## src/hw/rtl/dmacc_pkg.sv

```systemverilog
// ----------------------------------------------------------------------------
// dmacc_pkg
// Types, codes and constants shared by the memory-copy DMA controller.
// ----------------------------------------------------------------------------
`default_nettype none

package dmacc_pkg;

  localparam int ADDR_WIDTH = 32;

  localparam logic [31:0] ADDR_MASK =
    (ADDR_WIDTH >= 32) ? 32'hFFFF_FFFF : 32'((64'd1 << ADDR_WIDTH) - 64'd1);

  localparam logic [1:0] ACT_TICK   = 2'd0;
  localparam logic [1:0] ACT_WRITE  = 2'd1;
  localparam logic [1:0] ACT_READ   = 2'd2;
  localparam logic [1:0] ACT_RETURN = 2'd3;

  localparam logic [1:0] ST_OK       = 2'd0;
  localparam logic [1:0] ST_BAD_LEN  = 2'd1;
  localparam logic [1:0] ST_READ_REF = 2'd2;
  localparam logic [1:0] ST_IGNORED  = 2'd3;

  localparam logic [7:0] OFF_SOURCE = 8'h00;
  localparam logic [7:0] OFF_TARGET = 8'h04;
  localparam logic [7:0] OFF_SIZE   = 8'h08;
  localparam logic [7:0] OFF_START  = 8'h0C;

  localparam logic [3:0] SLAVE_LEN  = 4'd4;
  localparam logic [2:0] WORD_BYTES = 3'd4;

  typedef struct packed {
    logic [1:0]  action;
    logic [7:0]  slave_offset;
    logic [3:0]  slave_length;
    logic [31:0] slave_wdata;
    logic [31:0] read_return;
  } in_beat_t;

  typedef struct packed {
    logic        master_valid;
    logic        master_write;
    logic [31:0] master_addr;
    logic [31:0] master_wdata;
    logic [2:0]  master_length;
    logic        interrupt;
    logic [1:0]  slave_status;
  } out_beat_t;

endpackage

`default_nettype wire

```

## src/hw/rtl/dma_copy_controller_top.sv

```systemverilog
// ----------------------------------------------------------------------------
// dma_copy_controller_top
// Single-channel memory-copy DMA: slave register access plus master access
// sequencing, one beat in and one beat out per event.
//
// Usage:
//   in_*  : one event per beat (tick, slave write, slave read, read data
//           returned), valid/ready handshake.
//   out_* : exactly one result beat per input beat, in order, carrying the
//           master access issued (if any), the interrupt level and the
//           slave status.
//   Path: each beat passes the input register, then the result register,
//   which is loaded with the state update; a beat leaves the input register
//   only while the result register is empty or out_ready is high.
//   Throughput: 1 beat per cycle unless stalled by out_ready; the input
//   register refills in the same cycle its beat moves to the result register.
//   Stall: while out_ready is low and the result register is full, the input
//   register holds one more beat and then in_ready drops.
//   Reset (rst_n low, synchronous): state and valid registers zero (in_r and
//   out_r are not reset), both stages empty, interrupt state low.
// ----------------------------------------------------------------------------
`default_nettype none

module dma_copy_controller_top (
  input  wire logic                clk,
  input  wire logic                rst_n,
  input  wire logic                in_valid,
  output logic                     in_ready,
  input  wire dmacc_pkg::in_beat_t in_data,
  output logic                     out_valid,
  input  wire logic                out_ready,
  output dmacc_pkg::out_beat_t     out_data
);

  logic                 in_v_r;
  dmacc_pkg::in_beat_t  in_r;
  logic                 out_v_r;
  dmacc_pkg::out_beat_t out_r, out_nxt;
  logic                 adv;

  logic [31:0] src_base_r,   src_base_nxt;
  logic [31:0] dst_base_r,   dst_base_nxt;
  logic [31:0] byte_total_r, byte_total_nxt;
  logic [31:0] go_word_r,    go_word_nxt;
  logic [32:0] byte_count_r, byte_count_nxt;
  logic        write_phase_r, write_phase_nxt;
  logic        awaiting_r,    awaiting_nxt;
  logic [31:0] held_word_r,  held_word_nxt;
  logic        done_r,       done_nxt;

  logic [31:0] src_sum, dst_sum;
  logic [32:0] left;
  logic        more;

  assign adv      = in_v_r && (!out_v_r || out_ready);
  assign in_ready = !in_v_r || adv;
  assign out_valid = out_v_r;
  assign out_data  = out_r;

  assign src_sum = src_base_r + byte_count_r[31:0];
  assign dst_sum = dst_base_r + byte_count_r[31:0];
  assign left    = {1'b0, byte_total_r} - byte_count_r;
  assign more    = byte_count_r < {1'b0, byte_total_r};

  always_comb begin
    src_base_nxt    = src_base_r;
    dst_base_nxt    = dst_base_r;
    byte_total_nxt  = byte_total_r;
    go_word_nxt     = go_word_r;
    byte_count_nxt  = byte_count_r;
    write_phase_nxt = write_phase_r;
    awaiting_nxt    = awaiting_r;
    held_word_nxt   = held_word_r;
    done_nxt        = done_r;
    out_nxt         = '0;
    unique case (in_r.action)
      dmacc_pkg::ACT_TICK: begin
        if (go_word_r != 32'd0 && !done_r) begin
          if (more) begin
            if (!write_phase_r) begin
              out_nxt.master_valid  = 1'b1;
              out_nxt.master_addr   = src_sum & dmacc_pkg::ADDR_MASK;
              out_nxt.master_length = dmacc_pkg::WORD_BYTES;
              write_phase_nxt       = 1'b1;
              awaiting_nxt          = 1'b1;
            end else if (!awaiting_r) begin
              out_nxt.master_valid  = 1'b1;
              out_nxt.master_write  = 1'b1;
              out_nxt.master_addr   = dst_sum & dmacc_pkg::ADDR_MASK;
              out_nxt.master_wdata  = held_word_r;
              out_nxt.master_length = (left < 33'd4) ? left[2:0] : dmacc_pkg::WORD_BYTES;
              byte_count_nxt        = byte_count_r + 33'd4;
              write_phase_nxt       = 1'b0;
            end
          end else begin
            go_word_nxt = 32'd0;
            done_nxt    = 1'b1;
          end
        end
      end
      dmacc_pkg::ACT_WRITE: begin
        if (in_r.slave_length != dmacc_pkg::SLAVE_LEN) begin
          out_nxt.slave_status = dmacc_pkg::ST_BAD_LEN;
        end else if (done_r) begin
          if (in_r.slave_offset == dmacc_pkg::OFF_START && in_r.slave_wdata == 32'd0) begin
            src_base_nxt    = '0;
            dst_base_nxt    = '0;
            byte_total_nxt  = '0;
            go_word_nxt     = '0;
            byte_count_nxt  = '0;
            write_phase_nxt = 1'b0;
            awaiting_nxt    = 1'b0;
            held_word_nxt   = '0;
            done_nxt        = 1'b0;
          end else begin
            out_nxt.slave_status = dmacc_pkg::ST_IGNORED;
          end
        end else if (go_word_r != 32'd0) begin
          out_nxt.slave_status = dmacc_pkg::ST_IGNORED;
        end else begin
          unique case (in_r.slave_offset)
            dmacc_pkg::OFF_SOURCE: src_base_nxt   = in_r.slave_wdata;
            dmacc_pkg::OFF_TARGET: dst_base_nxt   = in_r.slave_wdata;
            dmacc_pkg::OFF_SIZE:   byte_total_nxt = in_r.slave_wdata;
            dmacc_pkg::OFF_START:  go_word_nxt    = in_r.slave_wdata;
            default:               out_nxt.slave_status = dmacc_pkg::ST_IGNORED;
          endcase
        end
      end
      dmacc_pkg::ACT_READ: begin
        out_nxt.slave_status = dmacc_pkg::ST_READ_REF;
      end
      dmacc_pkg::ACT_RETURN: begin
        if (awaiting_r) begin
          held_word_nxt = in_r.read_return;
          awaiting_nxt  = 1'b0;
        end
      end
      default: ;
    endcase
    out_nxt.interrupt = done_nxt;
  end

  always_ff @(posedge clk) begin
    if (!rst_n) begin
      in_v_r        <= 1'b0;
      out_v_r       <= 1'b0;
      src_base_r    <= '0;
      dst_base_r    <= '0;
      byte_total_r  <= '0;
      go_word_r     <= '0;
      byte_count_r  <= '0;
      write_phase_r <= 1'b0;
      awaiting_r    <= 1'b0;
      held_word_r   <= '0;
      done_r        <= 1'b0;
    end else begin
      if (in_ready) begin
        in_v_r <= in_valid;
      end
      if (adv) begin
        out_v_r       <= 1'b1;
        src_base_r    <= src_base_nxt;
        dst_base_r    <= dst_base_nxt;
        byte_total_r  <= byte_total_nxt;
        go_word_r     <= go_word_nxt;
        byte_count_r  <= byte_count_nxt;
        write_phase_r <= write_phase_nxt;
        awaiting_r    <= awaiting_nxt;
        held_word_r   <= held_word_nxt;
        done_r        <= done_nxt;
      end else if (out_ready) begin
        out_v_r <= 1'b0;
      end
    end
  end

  always_ff @(posedge clk) begin
    if (in_ready && in_valid) begin
      in_r <= in_data;
    end
    if (adv) begin
      out_r <= out_nxt;
    end
  end

  // checks
  a_await_in_write_phase: assert property (@(posedge clk) disable iff (!rst_n)
    awaiting_r |-> write_phase_r) else $error("read outstanding outside write phase");

  a_done_clears_start: assert property (@(posedge clk) disable iff (!rst_n)
    done_r |-> (go_word_r == 32'd0)) else $error("start set while done");

  a_count_aligned: assert property (@(posedge clk) disable iff (!rst_n)
    byte_count_r[1:0] == 2'b00) else $error("byte count not word aligned");

  a_access_has_length: assert property (@(posedge clk) disable iff (!rst_n)
    (out_v_r && out_r.master_valid) |-> (out_r.master_length != 3'd0))
    else $error("master access with zero length");

  a_write_is_access: assert property (@(posedge clk) disable iff (!rst_n)
    (out_v_r && out_r.master_write) |-> out_r.master_valid)
    else $error("master write without access");

endmodule

`default_nettype wire

```

## config.mk

```make
export PLATFORM = sky130hd
export DESIGN_NAME = dma_copy_controller_top
export DESIGN_NICKNAME = d
export VERILOG_FILES = /design/src/hw/rtl/dmacc_pkg.sv /design/src/hw/rtl/dma_copy_controller_top.sv
export SDC_FILE = /design/constraint.sdc
export NUM_CORES = 1
export LEC_CHECK = 0
export BUFFER_PORTS_ARGS = -buffer_cell sky130_fd_sc_hd__buf_2
export CAP_MARGIN = 5
export CORE_MARGIN = 5
export CORE_UTILIZATION = 25
export CTS_CLUSTER_DIAMETER = 30
export DETAILED_ROUTE_END_ITERATION = 16
export SYNTH_ARGS = -nofsm -noshare
export SYNTH_HDL_FRONTEND = slang
export SYNTH_SLANG_ARGS = --single-unit
```

## constraint.sdc

```tcl
create_clock -name clk -period 10.3 [get_ports clk]
set_input_delay 1.03 -clock clk [delete_from_list [all_inputs] [get_ports clk]]
set_output_delay 1.03 -clock clk [all_outputs]
set_load 0.1 [all_outputs]
```

==> out/metrics.csv, run 1 <==
metric;value;unit
status;complete, no violations;
global-route usage over all layers;13.6;%
insertion delay to the later sink of the worst-skew pair;0.59;ns
fin crit share;45.3;%
port bufs;155;
area grow syn2layout;23.8;%
Die ar.;76400;sq um
post-synthesis simple-gate area fraction;18.9;%
synth unique cells;87;
RSZ-0062 raised after global routing;no;
sequential share of the synthesized area;47.5;%
hold crit path type;reg -> reg;
f_max;214;MHz
post-synthesis cell area;17700;sq um
crit path time final;4.67;ns
Synth Area in Compound Gates;15.0;%
CP Max Fanout;45;
Post-CTS Resized;0;
Inst Count DP;2801;
Die X;276;um
Clock Sinks;346;
Fillers;7187;
final setup TNS;0;ns
Pwr per Cell Area;185;nW/um^2
share of cells above drive strength 1;16.1;%
post-route ant nets;0;
Worst Setup End Kind;flop;
Cells after Synth;1784;
Initial Utilization;25.3;%
initial antenna violation count;6;
commonest cells after routing, fill and taps aside;196 x dfxtp_1, 154 x buf_2, 150 x edfxtp_1;
flops & latches, synth;346;
ys async rst share;0;%
total gr overflow;0;
num rows;97;
total core area;70300;sq um
Post-synth EDFFs;150;
Synth area leaders;edfxtp_1 25%, dfxtp_1 22%, ha_1 6.6%;
CTS tree;done;
Syn Area/Cell;9.95;sq um
dpl hpwl;39800;um
wire per inst;18.4;um
DRT Pass-1 Iters;5;
vias in the first global route;14219;
post-synthesis adder-cell area fraction;6.63;%
Post-CTS Setup Bufs;0;
initial DRC count;985;
critical path class;reg -> reg;
top cell type's share of synthesized area;25.4;%
clk buf depth;3;
cell taking the most area after synthesis;edfxtp_1;
fin cells;2937;
Post-CTS Hold Buffers;0;
Syn Nets;1960;
Total Wirelength;53900;um
Chip Height;276;um
Final Hold Viols;0;
multiplexer share of the synthesized area;4.26;%
main combinational cell family by area after synthesis;simple AND/OR/NAND/NOR gates;
Max Clock Skew;0.0294;ns
# DRC;0;
Min Hold Slack;0.454;ns
WP data required;10.75;ns
VDD IR max;0.182;mV
first-pass GRT wire length;83200;um
synth warn;0;
I/O pin total;156;
worst reg-to-reg path cell count;15;
post-synthesis xor/xnor area fraction;4.29;%
Final Net Count;2111;
Slew headroom;22.6;%
Max-Cap Viols;0;
Top FF cell, synth;dfxtp_1;
max-slew violations;0;
Arr. time, crit path;5.12;ns
startpoint types;flop;
final setup fails;0;
Pleak;8.32;nW
post-layout util;31.3;%
CTS buffer count;72;
routability congestion estimate;0.964;
routed vias;14153;
htree depth;3;
commonest non-fill, non-tap cell in the layout;dfxtp_1;
vias per std cell;4.82;
Worst Tran Pin Value;1.16;ns
largest net degree at the start of global routing;89;
CTS Root Cell;clkbuf_16;
CTS clk-pin slew, worst paths;0.05;ns
WHS Path Cells;2;
state kept, by name (all words and copies together), names as in the netlist:
| register | cells |
|---|---|
| awaiting_r | 1 |
| held_word_r | 32 |
| byte_count_r | 31 |
| done_r | 1 |
| in_r | 78 |
| byte_total_r | 32 |
| dst_base_r | 32 |
| out_valid | 1 |
| go_word_r | 32 |
| src_base_r | 32 |
| out_data | 72 |
| write_phase_r | 1 |
| in_v_r | 1 |
where the power goes:
part,leakage [nW],switching [mW],internal [mW]
Sequential,3.04,0.0166,1.47
Clock,1.23,0.778,1.59
Combinational,4.05,0.160,0.0483
metrics by stage:
step	cell area, sq um	power, mW	setup slack [ns]
5_1_grt	22000	4.19	5.34
4_1_cts	22000	4.10	5.63
2_1_floorplan	17700	1.65	6.16
3_5_place_dp	19500	1.72	5.64
3_3_place_gp	19500	1.72	5.70
6_report	22000	4.06	5.63
logic make-up (layout without fill, tap and decap cells):
logic type / count (synthesis) / count (layout)
compound gates: 394 / 394
simple gates: 634 / 634
xor+xnor: 87 / 87
buf+inv: 153 / 364
fa+ha+maj: 94 / 94
other cells: 1 / 3
flops: 346 / 346
mux: 75 / 75
layer usage:
layer,global-route usage (%),routed length [um],vias to the layer above
li1,-,-,6770
met1,17.7,23800,6834
met2,22.5,25200,446
met4,4.38,1290,8
met3,2.97,3540,95
met5,0,46,-
worst max-delay path: stages, from the launching register on:
cell and delay, ns:
dfxtp_1 0.38, inv_1 0.09, ha_1 0.50, nand4_1 0.18, or2_4 0.31, or4_4 0.48
o32ai_2 0.17, o21ai_1 0.09, and2_4 0.20, nor3b_4 0.25, nand2_4 0.21, inv_4 0.45
o2111a_2 0.56, or3b_1 0.41, xnor2_1 0.18, nor2_1 0.06
synth_stat cells (25+ instances only):
master and instances:
o21ai_0 51, nand3_1 95, nand2_1 134, nor2_1 95, inv_1 59, a21oi_1 94, nor2b_1 145, xor2_1 25
and2_1 39, a21boi_0 67, edfxtp_1 150, clkbuf_1 77, a22oi_1 40, mux2i_1 71, dfxtp_1 196, ha_1 94
xnor2_1 62
path summary, 6_finish.rpt:
kind	slack (ns)	startpoint	endpoint
hold reg to reg	0.45	go_word_r[31]	go_word_r[31]
hold / removal	0.45	go_word_r[31]	go_word_r[31]
setup reg to reg	5.63	byte_count_r[22]	byte_count_r[12]
setup / recovery	5.63	byte_count_r[22]	byte_count_r[12]
area by class of cell:
type	instances	area, sq um	area share [%]
clock inverters	45	505	2.30
clock buffers	89	2000	9.10
diodes	2	5.00	0.0228
flip-flops and latches	346	8430	38.4
multi-input cells	1285	8740	39.8
well taps	940	1180	5.35
inverters	61	233	1.06
repair buffers	169	883	4.02
(Power assumes the default switching activity.)
==> run 2, diff against run 1 <==
==> constraint.sdc (replaced) <==
create_clock -name clk -period 4.6 [get_ports clk]
set_input_delay 0.46 -clock clk [delete_from_list [all_inputs] [get_ports clk]]
set_output_delay 0.46 -clock clk [all_outputs]
set_load 0.1 [all_outputs]
==> run 2 against run 1 <==
Critical path depth decreased by 3. Sequential cell count unchanged. Clock skew is 0.0093 ns lower. Critical path type unchanged. Highest routed layer unchanged. First-iteration DRC count fell by 18%. Clock-buffer cell count grew 14. Hold slack worse by 0.42 ns. Clock power grew 140%.
==> out/metrics.csv, run 2 (synthesis gave the netlist of run 1 again) <==
metric;value;unit
final setup TNS;0;ns
DRT Pass-1 Iters;7;
WP data required;5.04;ns
Die ar.;76400;sq um
fin crit share;88.7;%
hold crit path type;in -> reg;
part of the power in registers;35.0;%
commonest non-fill, non-tap cell in the layout;dfxtp_1;
routability congestion estimate;0.918;
final setup fails;0;
Largest register FFs;78;
switching part of the total;24.1;%
critical path class;reg -> reg;
Biggest register;in_r;
Post-CTS Resized;0;
Arr. time, crit path;4.52;ns
R2R Path Start;byte_count_r[26];
Final Net Count;2142;
post-layout util;32.0;%
first-pass GRT wire length;86200;um
num rows;97;
CP Max Fanout;15;
wire per inst;18.8;um
cell internal pwr;7.22;mW
worst reg2reg setup slack;0.52;ns
Max Clock Skew;0.0200;ns
vias per std cell;4.79;
startpoint types;flop;
Clock Sinks;346;
CTS tree;done;
CTS buffer count;79;
P_sw;2.30;mW
Pwr per Cell Area;424;nW/um^2
CTS Root Cell;clkbuf_16;
worst r2r dst;out_data[66];
Worst Tran Pin Value;1.11;ns
I/O pin total;156;
Slew headroom;26.0;%
clock share of power;60.0;%
crit path launch;byte_count_r[26];
number of diodes;0;
htree depth;3;
initial antenna violation count;7;
status;complete, no violations;
VDD IR max;0.332;mV
f_max;245;MHz
CTS clk-pin slew, worst paths;0.05;ns
Final Hold Viols;0;
Comb pwr share;5.0;%
largest net degree at the start of global routing;83;
Total Wirelength;55800;um
initial DRC count;803;
Initial Utilization;25.3;%
routed vias;14247;
port bufs;155;
Pleak;8.54;nW
Max-Cap Viols;0;
global-route usage over all layers;14.1;%
Worst Setup End Kind;flop;
total gr overflow;0;
post-route ant nets;0;
insertion delay to the later sink of the worst-skew pair;0.60;ns
commonest cells after routing, fill and taps aside;196 x dfxtp_1, 154 x buf_2, 150 x edfxtp_1;
area grow syn2layout;26.6;%
share of cells above drive strength 1;17.3;%
worst reg-to-reg path cell count;12;
RSZ-0062 raised after global routing;no;
# DRC;0;
worst setup path endpoint;out_data[66];
total core area;70300;sq um
dpl hpwl;41500;um
Die X;276;um
crit path time final;4.08;ns
clk buf depth;3;
Chip Height;276;um
vias in the first global route;14521;
max-slew violations;0;
==> run 2: cell types whose count changed in the layout (fill, tap and decap cells not counted), sizes merged <==
cell,before,now
clkbuf,89,103
buf,169,182
dlygate4sd3,0,11
clkinvlp,5,10
bufinv,8,5
clkinv,25,23
diode,2,0
==> run 2: how the worst min path moves through the flow <==
| stage | slack [ns] | endpoint | from | cells after the start |
|---|---|---|---|---|
| floorplan | 0.43 | go_word_r[31] | go_word_r[31] | 2 |
| global placement | 0.44 | held_word_r[18] | held_word_r[18] | 2 |
| detailed placement | 0.45 | go_word_r[31] | go_word_r[31] | 2 |
| CTS | 0.0005 | in_r[65] | in_data[65] | 1 |
| global route | 0.01 | in_r[59] | in_data[59] | 1 |
| finish | 0.04 | in_r[20] | in_data[20] | 1 |
==> run 2: layout make-up <==
type	count	area, sq um
Clock buffer	103	2280
Clock inverter	45	488
Fill cell	7138	47800
Inverter	61	233
Multi-Input combinational cell	1285	8740
Sequential cell	346	8430
Tap cell	940	1180
Timing Repair Buffer	193	1120
==> run 2: power by group through the flow <==
stage / clock network [mW] / registers, mW / logic (mW)
6_report: 5.72 / 3.33 / 0.473
5_1_grt: 5.98 / 3.34 / 0.500
4_1_cts: 5.81 / 3.33 / 0.476
3_5_place_dp: 0 / 3.39 / 0.467
3_3_place_gp: 0 / 3.39 / 0.464
2_1_floorplan: 0 / 3.54 / 0.159
==> run 2: metrics by stage <==
stage | setup slack, ns | cell area (sq um) | power [mW] | cells | hold slack (ns)
global route | 0.283 | 22500 | 9.81 | 2973 | 0.0100
CTS | 0.521 | 22500 | 9.62 | 2973 | 0.000516
finish | 0.521 | 22500 | 9.52 | 2973 | 0.0387
global placement | 0.635 | 19600 | 3.85 | 2814 | 0.445
floorplan | 0.604 | 17700 | 3.70 | 1784 | 0.431
detailed placement | 0.539 | 19600 | 3.86 | 2814 | 0.453
==> run 2: routing by layer <==
layer	track usage [%]	wire, um	up-vias
met1	18.6	25000	6844
li1	-	-	6835
met4	4.61	1370	8
met2	23.2	25800	465
met3	3.05	3590	95
met5	0	48	-
==> run 2: what timing repair did <==
item	4_1_cts	5_1_grt
buffers inserted	0	0
hold buffers	11	0
hold endpoints to repair	11	0
==> run 2: critical path, stage by stage, from the launching register on <==
cell and delay [ns]:
dfxtp_1 0.39, inv_1 0.11, ha_1 0.45, and2_1 0.25, nand3_1 0.19, or4_4 0.56
o32ai_2 0.17, o21ai_1 0.10, and2_4 0.21, or3b_2 0.66, nor2_1 0.54, nand2_1 0.10
o22ai_1 0.18
==> run 3, diff against run 2 <==
--- a/config.mk
+++ b/config.mk
@@ -8,7 +8,7 @@
 export BUFFER_PORTS_ARGS = -buffer_cell sky130_fd_sc_hd__buf_2
 export CAP_MARGIN = 5
 export CORE_MARGIN = 5
-export CORE_UTILIZATION = 25
+export CORE_UTILIZATION = 39
 export CTS_CLUSTER_DIAMETER = 30
 export DETAILED_ROUTE_END_ITERATION = 16
 export SYNTH_ARGS = -nofsm -noshare
==> run 3 against run 2 <==
Register-to-register slack lost 0.15 ns. Clock skew fell by 0.0027 ns. First-iteration DRC count is 5.6% lower. Die area shrank 35%. Combinational power about the same. Final cell count shrank 12%. Hold slack better by 0.00068 ns. Clock-buffer cell count shrank 1. Sequential power barely moved. Sequential cell count is the same. Power down 7.3%. Critical path type unchanged. Largest power group unchanged.
==> out/metrics.csv, run 3 (synthesis gave the netlist of run 1 again) <==
metric;value;unit
status;complete, no violations;
startpoint types;flop;
wire per inst;19.6;um
Min Hold Slack;0.0394;ns
share of cells above drive strength 1;16.3;%
WP data required;5.06;ns
insertion delay to the later sink of the worst-skew pair;0.59;ns
first-pass GRT wire length;79800;um
Max Clock Skew;0.0173;ns
Pwr Total;8.82;mW
num rows;78;
initial antenna violation count;4;
Post-CTS Setup Bufs;0;
Initial Utilization;39.3;%
DRT Pass-1 Iters;5;
total gr overflow;0;
Biggest register;in_r;
Final Hold Viols;0;
CTS Root Cell;clkbuf_16;
Final Net Count;2122;
Clock Sinks;346;
dpl ws;0.441;ns
Worst Setup End Kind;flop;
CTS tree;done;
commonest cells after routing, fill and taps aside;196 x dfxtp_1, 154 x buf_2, 150 x edfxtp_1;
Max-Cap Viols;0;
dpl hpwl;37400;um
routability congestion estimate;0.918;
Post-CTS Resized;0;
Pwr per Cell Area;410;nW/um^2
post-layout util;47.6;%
Arr. time, crit path;4.69;ns
Chip Height;223;um
vias per std cell;5.39;
Die ar.;49900;sq um
max-slew violations;0;
global-route usage over all layers;20.1;%
vias in the first global route;14067;
CTS clk-pin slew, worst paths;0.05;ns
CTS buffer count;73;
fin crit share;91.9;%
Die X;223;um
VDD IR max;0.352;mV
Worst Tran Pin Value;1.14;ns
I/O pin total;156;
area grow syn2layout;21.3;%
post-route ant nets;0;
final setup TNS;0;ns
setup ws final;0.371;ns
f_max;236;MHz
routed vias;14041;
final setup fails;0;
Post-CTS Hold Buffers;0;
CP Max Fanout;17;
hold crit path type;in -> reg;
clk buf depth;3;
port bufs;155;
crit path time final;4.23;ns
Pleak;8.31;nW
Total Wirelength;51200;um
initial DRC count;758;
htree depth;3;
total core area;45200;sq um
RSZ-0062 raised after global routing;no;
# DRC;0;
largest net degree at the start of global routing;114;
critical path class;reg -> reg;
Largest register FFs;78;
commonest non-fill, non-tap cell in the layout;dfxtp_1;
Slew headroom;24.2;%
## run 3: changes by cell type in the layout (fill, tap and decap cells not counted), sizes merged
cell	previous run	this run
dlygate4sd3	11	0
bufinv	5	3
clkbuf	103	102
buf	182	179
clkinv	23	18
diode	0	1
clkinvlp	10	4
## run 3: critical path, stage by stage, from the launching register on
cell	delay [ns]
dfxtp_1	0.39
inv_1	0.10
ha_1	0.45
and2_1	0.24
nand3_1	0.21
or4_4	0.57
o32ai_2	0.16
o21ai_1	0.09
and2_4	0.20
nor3b_4	0.25
nand2_4	0.21
inv_4	0.27
o2111a_2	0.33
or3b_1	0.38
xnor2_1	0.16
nor2_1	0.05
## run 3: worst paths after layout
path	start	endpoint	slack, ns	cells past startpoint
worst max-delay path	byte_count_r[26]	byte_count_r[12]	0.37	15
worst min register to register	go_word_r[31]	go_word_r[31]	0.45	2
worst min-delay path	in_data[36]	in_r[36]	0.04	1
worst max register to register	byte_count_r[26]	byte_count_r[12]	0.37	15
## run 3: final cells by class
| type | count | area [sq um] |
|---|---|---|
| diodes | 1 | 2.50 |
| clock buffers | 102 | 2070 |
| clock inverters | 32 | 333 |
| fillers | 4128 | 23700 |
| inverters | 61 | 233 |
| multi-input cells | 1285 | 8750 |
| flip-flops and latches | 346 | 8430 |
| well taps | 600 | 751 |
| repair buffers | 179 | 958 |
## run 3: report_power, final
part | internal, mW | switching (mW)
sequential | 3.29 | 0.0348
combinational | 0.109 | 0.362
clock | 3.32 | 1.70
total | 6.72 | 2.10
## run 3: through the flow
stage          cells  area (sq um)
5_1_grt         2606         21500
3_3_place_gp    2471         19100
4_1_cts         2605         21500
6_report        2606         21500
3_5_place_dp    2471         19100
2_1_floorplan   1784         17700
## run 3: per-layer routing
layer,vias up,global-route usage [%],wire length (um)
li1,6793,-,-
met1,6676,26.8,22600
met2,468,32.0,23200
met3,98,4.97,3830
met4,6,7.19,1440
met5,-,0,34
